<file path="config.mk">
export PLATFORM = sky130hd
export DESIGN_NAME = som_bmu_ctrl
export DESIGN_NICKNAME = d
export VERILOG_FILES = /design/src/som_bmu_pkg.sv /design/src/som_bmu_ctrl.sv
export SDC_FILE = /design/constraint.sdc
export NUM_CORES = 1
export LEC_CHECK = 0
export BUFFER_PORTS_ARGS = -buffer_cell sky130_fd_sc_hd__buf_2
export CELL_PAD_IN_SITES_DETAIL_PLACEMENT = 0
export CELL_PAD_IN_SITES_GLOBAL_PLACEMENT = 1
export CORE_MARGIN = 4
export CORE_UTILIZATION = 40
export DETAILED_ROUTE_END_ITERATION = 6
export GPL_TIMING_DRIVEN = 0
export PLACE_DENSITY_LB_ADDON = 0.1
export SLEW_MARGIN = 10
export SYNTH_ARGS = -nofsm -noshare
export SYNTH_HDL_FRONTEND = slang
export SYNTH_SLANG_ARGS = --single-unit
</file>
<file path="constraint.sdc">
create_clock -name clk -period 4.5 [get_ports clk]
set_input_delay 0.225 -clock clk [delete_from_list [all_inputs] [get_ports clk]]
set_output_delay 0.225 -clock clk [all_outputs]
set_load 0.05 [all_outputs]
</file>
<file path="src/som_bmu_pkg.sv">
// Shared types and constants of the self-organizing map best matching unit search.
package som_bmu_pkg;

  // Fixed field widths of the ports and of the configuration registers
  localparam int ROW_W   = 3;
  localparam int COL_W   = 3;
  localparam int IDX_W   = 4;
  localparam int ELEM_W  = 16;
  localparam int DIST_W  = 36;
  localparam int CFG_IDX_W  = 2;
  localparam int CFG_DATA_W = 5;
  localparam int ROWS_REG_W = 4;
  localparam int COLS_REG_W = 4;
  localparam int LEN_REG_W  = 5;

  // Register indexes
  localparam logic [CFG_IDX_W-1:0] CFG_MAP_ROWS      = 2'd0;
  localparam logic [CFG_IDX_W-1:0] CFG_MAP_COLS      = 2'd1;
  localparam logic [CFG_IDX_W-1:0] CFG_VECTOR_LENGTH = 2'd2;

  // Reset values of the registers
  localparam logic [ROWS_REG_W-1:0] MAP_ROWS_RST = 4'd8;
  localparam logic [COLS_REG_W-1:0] MAP_COLS_RST = 4'd8;
  localparam logic [LEN_REG_W-1:0]  VEC_LEN_RST  = 5'd16;

  // Commands
  localparam logic CMD_LOAD   = 1'b0;
  localparam logic CMD_SAMPLE = 1'b1;

  // Sequencer states
  typedef enum logic [1:0] {
    ST_IDLE,
    ST_RUN,
    ST_DRAIN,
    ST_DONE
  } state_t;

  // Tag of one element step through the shared unit
  typedef struct packed {
    logic valid;  // step carries data
    logic first;  // first element of a neuron
    logic last;   // last element of a neuron
    logic tail;   // last element of the last neuron
  } step_ctl_t;

  // Per-neuron sum handshake from the shared unit
  typedef struct packed {
    logic valid;  // a neuron sum is ready
    logic tail;   // it is the last neuron of the search
  } sum_ctl_t;

endpackage

</file>
<file path="src/som_bmu_ctrl.sv">
// Sequencer: configuration registers, input handshake and the neuron/element walk.
module som_bmu_ctrl #(
  parameter int MAX_ROWS          = 8,
  parameter int MAX_COLS          = 8,
  parameter int MAX_VECTOR_LENGTH = 16,
  parameter int RW = 3,
  parameter int CW = 3,
  parameter int EW = 4
) (
  input  logic                               clk,
  input  logic                               rst,
  input  logic                               cfg_we,
  input  logic [som_bmu_pkg::CFG_IDX_W-1:0]  cfg_index,
  input  logic [som_bmu_pkg::CFG_DATA_W-1:0] cfg_data,
  input  logic                               in_valid,
  input  logic                               cmd,
  input  logic                               last_element,
  input  logic                               out_valid,
  input  logic                               out_stall,
  input  som_bmu_pkg::sum_ctl_t              sum_ctl,
  output logic                               in_stall,
  output logic                               in_accept,
  output som_bmu_pkg::step_ctl_t             step_ctl,
  output logic [RW-1:0]                      step_row,
  output logic [CW-1:0]                      step_col,
  output logic [EW-1:0]                      step_elem,
  output logic                               load_out
);
  import som_bmu_pkg::*;

  state_t state, state_next;
  logic [ROWS_REG_W-1:0] map_rows;
  logic [COLS_REG_W-1:0] map_cols;
  logic [LEN_REG_W-1:0]  vector_length;
  logic [RW-1:0] rows_last;
  logic [CW-1:0] cols_last;
  logic [EW-1:0] elem_last;
  logic start;
  logic e_end, c_end, r_end;
  int rows_n, cols_n, len_n;

  // Configuration registers
  always_ff @(posedge clk) begin
    if (rst) begin
      map_rows      <= MAP_ROWS_RST;
      map_cols      <= MAP_COLS_RST;
      vector_length <= VEC_LEN_RST;
    end else if (cfg_we) begin
      unique case (cfg_index)
        CFG_MAP_ROWS:      map_rows      <= cfg_data[ROWS_REG_W-1:0];
        CFG_MAP_COLS:      map_cols      <= cfg_data[COLS_REG_W-1:0];
        CFG_VECTOR_LENGTH: vector_length <= cfg_data;
        default: ;
      endcase
    end
  end

  // Clamp the registers into the built map
  always_comb begin
    rows_n = int'(map_rows);
    cols_n = int'(map_cols);
    len_n  = int'(vector_length);
    if (rows_n < 1) rows_n = 1;
    if (rows_n > MAX_ROWS) rows_n = MAX_ROWS;
    if (cols_n < 1) cols_n = 1;
    if (cols_n > MAX_COLS) cols_n = MAX_COLS;
    if (len_n < 1) len_n = 1;
    if (len_n > MAX_VECTOR_LENGTH) len_n = MAX_VECTOR_LENGTH;
    rows_last = RW'(rows_n - 1);
    cols_last = CW'(cols_n - 1);
    elem_last = EW'(len_n - 1);
  end

  assign in_accept = in_valid && !in_stall;
  assign start     = in_accept && (cmd == CMD_SAMPLE) && last_element;
  assign e_end     = (step_elem == elem_last);
  assign c_end     = (step_col == cols_last);
  assign r_end     = (step_row == rows_last);

  // Next state
  always_comb begin
    state_next = state;
    unique case (state)
      ST_IDLE:  if (start) state_next = ST_RUN;
      ST_RUN:   if (e_end && c_end && r_end) state_next = ST_DRAIN;
      ST_DRAIN: if (sum_ctl.valid && sum_ctl.tail) state_next = ST_DONE;
      ST_DONE:  if (!out_valid || !out_stall) state_next = ST_IDLE;
      default:  state_next = ST_IDLE;
    endcase
  end

  always_ff @(posedge clk) begin
    if (rst) begin
      state <= ST_IDLE;
    end else begin
      state <= state_next;
    end
  end

  // Outputs of the sequencer
  always_comb begin
    in_stall       = 1'b1;
    load_out       = 1'b0;
    step_ctl       = '0;
    unique case (state)
      ST_IDLE: in_stall = 1'b0;
      ST_RUN: begin
        step_ctl.valid = 1'b1;
        step_ctl.first = (step_elem == '0);
        step_ctl.last  = e_end;
        step_ctl.tail  = e_end && c_end && r_end;
      end
      ST_DRAIN: ;
      ST_DONE: load_out = !out_valid || !out_stall;
      default: ;
    endcase
  end

  // Element, column and row counters, row-major order
  always_ff @(posedge clk) begin
    if (rst) begin
      step_row  <= '0;
      step_col  <= '0;
      step_elem <= '0;
    end else if (state == ST_IDLE) begin
      step_row  <= '0;
      step_col  <= '0;
      step_elem <= '0;
    end else if (state == ST_RUN) begin
      if (!e_end) begin
        step_elem <= step_elem + 1'b1;
      end else begin
        step_elem <= '0;
        if (!c_end) begin
          step_col <= step_col + 1'b1;
        end else begin
          step_col <= '0;
          if (!r_end) begin
            step_row <= step_row + 1'b1;
          end
        end
      end
    end
  end

endmodule

</file>
# ---- Word level (Yosys, flattened, before mapping)
# Cells that the tools add are included.
# W data, S select, Z words.
dict set report word_totals {
  memories 0
  input_bits 17
  out_inout_bits 17
  ramBits 0
  reg_bits 25
  latch_bits 0
  wordCells 67
  mem_bits_ro 0
}
dict set report op_classes {
  add_sub_neg 6
  bitwise 1
  n_mux 16
  n_eq_ne 12
  n_shift 0
  div_mod_pow 0
  n_reduce_logical 19
  multipliers 0
  order_cmp 6
}
# op count
set ops {}
lappend ops {{$mux W4} 5}
lappend ops {{$mux W3} 3}
lappend ops {{$gt A4 B4 Y1 const B} 2}
lappend ops {{$lt A4 B1 Y1 const B} 2}
lappend ops {{$mux W2} 4}
lappend ops {{$ne A2 B2 Y1 const B} 4}
lappend ops {{$pmux W2 S4} 1}
lappend ops {{$reduce_and A2 Y1} 4}
lappend ops {{$reduce_and A4 Y1} 2}
lappend ops {{$add A3 B1 Y3 const B} 2}
lappend ops {{$eq A2 B2 Y1 const B} 3}
lappend ops {{$eq A3 B3 Y1} 2}
lappend ops {{$logic_and A1 B1 Y1} 6}
lappend ops {{$sub A3 B2 Y3 const B} 2}
lappend ops {{$gt A5 B5 Y1 const B} 1}
lappend ops {{$lt A5 B1 Y1 const B} 1}
lappend ops {{$mux W5} 1}
lappend ops {{$add A4 B1 Y4 const B} 1}
lappend ops {{$eq A2 B1 Y1 const B} 2}
lappend ops {{$eq A4 B4 Y1} 1}
lappend ops {{$logic_not A2 Y1} 2}
lappend ops {{$logic_not A4 Y1} 1}
lappend ops {{$sub A4 B2 Y4 const B} 1}
lappend ops {{$logic_not A1 Y1} 2}
lappend ops {{other kinds (4)} 5}

# ---- Longest topological paths before layout
dict set report depth {
  ltp_word 10
  ltp_mapped 10
  mapped_depth_nobuf 9
}

# ---- Worst setup path before layout
# No wires, ideal clock.
dict set report synth_path {
  path_type {register to output}
  start {reg state[1]}
  end {out step_ctl[2] (netlist name)}
  n_path_buf 0
  t_arrival_ns 2.902
  path_stages_with_launch 5
  setup_slack_ns 1.373
  required_time_ns 4.275
  cell_sequence {dfxtp_1 -> inv_1 -> ha_1 -> inv_1 -> nor4b_1}
}
# element line
set synth_lines {}
lappend synth_lines {{from (decl)} som_bmu_ctrl.sv:31} ;# state_t state, state_next;
lappend synth_lines {{from (signal assigned)} som_bmu_ctrl.sv:96} ;# state <= state_next;
lappend synth_lines {{to (decl)} som_bmu_ctrl.sv:23} ;# output som_bmu_pkg::step_ctl_t step_ctl,

==> results.rst <==
.. list-table::
   :header-rows: 1

   * - Metric
     - Value
   * - Status
     - completed
   * - Count of cells along the worst hold path
     - 2
   * - Required time reported for the critical path endpoint
     - 4.28 ns
   * - Length in cells of the worst reg-to-reg path
     - 9
   * - HPWL after detailed placement
     - between 2000 and 3000 um
   * - Average wire length per cell after detail routing
     - between 10 and 15 um
   * - Number of antenna violations at the first check in global routing
     - 0
   * - Final Power
     - 553.8 uW
   * - Vias in the first global route
     - about 1200
   * - Largest cells by area after synthesis
     - dfxtp_1 (33%), mux2i_1 (9.9%), ha_1 (9.1%), xnor2_1 (4.6%), nor2_1 (4.0%)
   * - H-tree depth
     - 1
   * - Part of the total power dissipated in sequential elements
     - 43.8%
   * - Dominant register cell in the synthesized netlist
     - dfxtp_1
   * - Number of max-slew violations in the final report
     - 0
   * - Largest net degree at the start of global routing
     - 14
   * - Unrepaired setup endpoints after global routing
     - no
   * - Most common cell after layout, fill and taps aside
     - buf_2
   * - Tot GR Track Use
     - 13.60%
   * - Clk Latency, worst-skew pair
     - approximately 0.27 ns
   * - Launch instance of the worst min-delay path
     - cfg_data[3]
   * - Proportion of power drawn by combinational gates
     - 31.6%
   * - Number of rows in the core area
     - 22
   * - Post-synthesis cell area
     - about 1500 sq um
   * - Clock Path Buffers
     - 2
   * - Max-cap violation count
     - 0
   * - Clock power share
     - approximately a quarter
   * - DRT antenna net count
     - 0
   * - Highest-count cells in the layout ignoring fill and taps
     - buf_2 (33), dfxtp_1 (25), nor2_1 (16)
   * - Final-stage net count
     - between 200 and 250
   * - Starting density of the core
     - between 40% and 50%
   * - Critical R2R Capture
     - step_row[2]
   * - Number of vias after detailed routing
     - between 1000 and 1500
   * - Placeable core area
     - 3661 sq um
   * - Root buffer cell
     - clkbuf_8
   * - Drt drc
     - 0
   * - Highest cell delay on the worst timing path
     - about 0.33 ns
   * - Number of buffers added by the clock tree synthesis step
     - 3
   * - Switching part of the total power
     - between 30% and 40%
   * - Seq/Total Area, Yosys
     - 33.03%
   * - Post-route minimum period
     - 2.716 ns
   * - EDFF count, synth
     - 0
   * - Transition time at the pin with the least slew margin
     - roughly 0.77 ns
   * - Final Util
     - roughly 49%
   * - Number of primary I/O pins
     - 34
   * - Ordered list of cells on the worst path
     - o21ba_2 -> or2_1 -> ha_1 -> xor2_1 -> o31ai_1 -> a211o_1 -> nand2b_1 -> nor3_1 -> buf_2
   * - Worst min path class
     - input port to register
   * - Flip-flop and latch count after synthesis
     - 25
   * - Setup violations, final
     - 0
   * - Average cell area after synthesis
     - about 9 sq um
   * - Final total negative setup slack
     - 0 ns
   * - CP max stage cell
     - dfxtp_1
   * - Hold Buf Count CTS
     - 0
   * - Share of flip-flops with an asynchronous set or reset
     - 0%
   * - Number of buffers inserted by post-CTS setup repair
     - 0
   * - Worst-path clk slew
     - about 0.090 ns
   * - # diodes
     - 0
   * - Final design area excluding fillers
     - 1780 sq um
   * - Static Leak
     - between 0.0007 and 0.0008 uW
   * - Post-detailed-route via-to-cell ratio
     - around 5.2
   * - Highest achievable clock rate
     - around 0.37 GHz
   * - Period Utilization, post-route
     - approximately 60%
   * - VDD IR-drop max
     - 0.1698 mV
   * - Nature of the critical path startpoint
     - register
   * - Number of gates resized after cts
     - 0
   * - CTS Sinks
     - 25
   * - Post-Synthesis Cells
     - 168
   * - Placer's final routability congestion estimate
     - approximately 0.75
   * - Detailed-router iteration count before antenna repair
     - 5
   * - Path type of the worst setup path
     - register to output port
   * - Worst EP arrival
     - 2.49 ns
   * - Wire length of the first global-routing pass
     - approximately 5400 um
   * - Yosys warnings
     - 0
   * - Final WL
     - 3260 um
   * - Sink of the worst hold path
     - map_rows[3]
   * - Net switching power of the design
     - approximately 200 uW
   * - Area growth from synthesis to layout
     - 17.51%
   * - DIE WIDTH
     - between 60 and 70 um
   * - Total congestion overflow after global routing
     - 0
   * - Slew HR
     - between 40% and 50%
   * - Critical register-to-register path startpoint
     - map_cols[2]
   * - Placed inst area
     - 1735 sq um
   * - Worst R2R Setup Slack
     - between 2 and 2.5 ns
   * - Crit end category
     - output port
   * - Setup clock skew after layout
     - just over 0.001 ns
   * - Internal cell power
     - ~350 uW
   * - Overall die area
     - between 4000 and 5000 sq um
   * - Power density over the cells
     - 311.1 nW/um^2
   * - Distinct cell type count of the synthesized netlist
     - 43
   * - Number of design-rule violations left by the first detailed-router iteration
     - 40
   * - Crit-path max FO
     - 3
   * - Fin. Hold Viols
     - 0
   * - TritonCTS clock tree
     - built
   * - Post-synth top area share
     - between 30 and 40%
   * - Number of fill cells
     - around 370
   * - Number of port buffers
     - 32
   * - Post-Syn Nets
     - between 150 and 200
   * - Floorplan die height
     - roughly 70 um
   * - Fraction of layout instances using a drive strength above 1
     - 21.57%
   * - Biggest area consumer among synthesized cells
     - dfxtp_1
## worst max path at each step
stage | startpoint | to | cells past startpoint
3_3_place_gp | map_rows[1] | step_ctl[0] | 9
3_5_place_dp | map_cols[2] | step_row[2] | 9
2_1_floorplan | state[1] | step_ctl[2] | 4
6_report | map_rows[1] | step_ctl[0] | 9
5_1_grt | vector_length[1] | step_ctl[0] | 10
4_1_cts | map_rows[1] | step_ctl[0] | 9
## worst max-delay path, delay by kind of cell, from the launching register on
kind,cells,cell delay (ns)
compound gates,3,0.61
fa+ha+maj,1,0.31
xor+xnor,1,0.14
simple gates,3,0.55
buf+inv,1,0.29
flops,1,0.33
## final cells by class
cell class	count	area [sq um]	share of cell area, %
well taps	48	60.06	3.373
clock buffers	4	45.04	2.530
inverters	10	37.54	2.108
multi-input cells	129	960.9	53.97
plain buffers	4	16.27	0.9136
flip-flops and latches	25	500.5	28.11
repair buffers	32	160.2	8.995
## logic make-up after synthesis
family	share of synthesized area [%]
compound gates	11.48
xor+xnor	6.359
fa+ha+maj	9.083
buf+inv	3.551
flops	33.03
mux	9.909
simple gates	26.59
## per-stage QoR
stage	hold WS (ns)	setup WS [ns]	std cells
6_report	0.2002	1.784	252
3_3_place_gp	0.4736	2.108	248
4_1_cts	0.1996	1.765	252
2_1_floorplan	0.3429	1.373	168
5_1_grt	0.2112	1.547	252
3_5_place_dp	0.4772	2.081	248
## cell usage after synthesis, types with 2 or more instances
cell type and number:
o21bai_1 2, a21oi_1 5, nor2_1 16, o21ba_2 2, nand4b_1 2, dfxtp_1 25
a211o_1 3, xor2_1 3, inv_1 10, o21ai_0 4, clkbuf_1 2, nor3_1 3
xnor2_1 8, o31a_1 2, nand2b_1 8, nand2_1 12, nor2b_1 3, nand3b_1 3
or2_1 2, nand3_1 6, ha_1 11, mux2i_1 15
## flip-flops by register name, indices dropped and copies added (netlist names)
signal and flops:
vector_length 5, map_cols 4, map_rows 4, step_elem 4, step_col 3, step_row 3, state 2
## power groups by stage
stage	Clock, uW	Sequential [uW]	Combinational [uW]
floorplan	0	248	131
global placement	0	246	171
detailed placement	0	248	176
CTS	141	242	176
global route	148	244	191
finish	137	242	175
## metal layers
| layer | vias to the layer above | routed length (um) | GRT usage [%] | part of all wire (%) |
|---|---|---|---|---|
| li1 | 654 | - | - | - |
| met1 | 606 | 1510 | 17.77 | 46 |
| met2 | 36 | 1500 | 22.35 | 46 |
| met3 | 5 | 208 | 2.609 | 6.4 |
| met4 | 0 | 40 | 4.555 | 1.2 |
| met5 | - | 0 | 0 | 0 |
No activity file was read; power rests on OpenSTA's default activity.
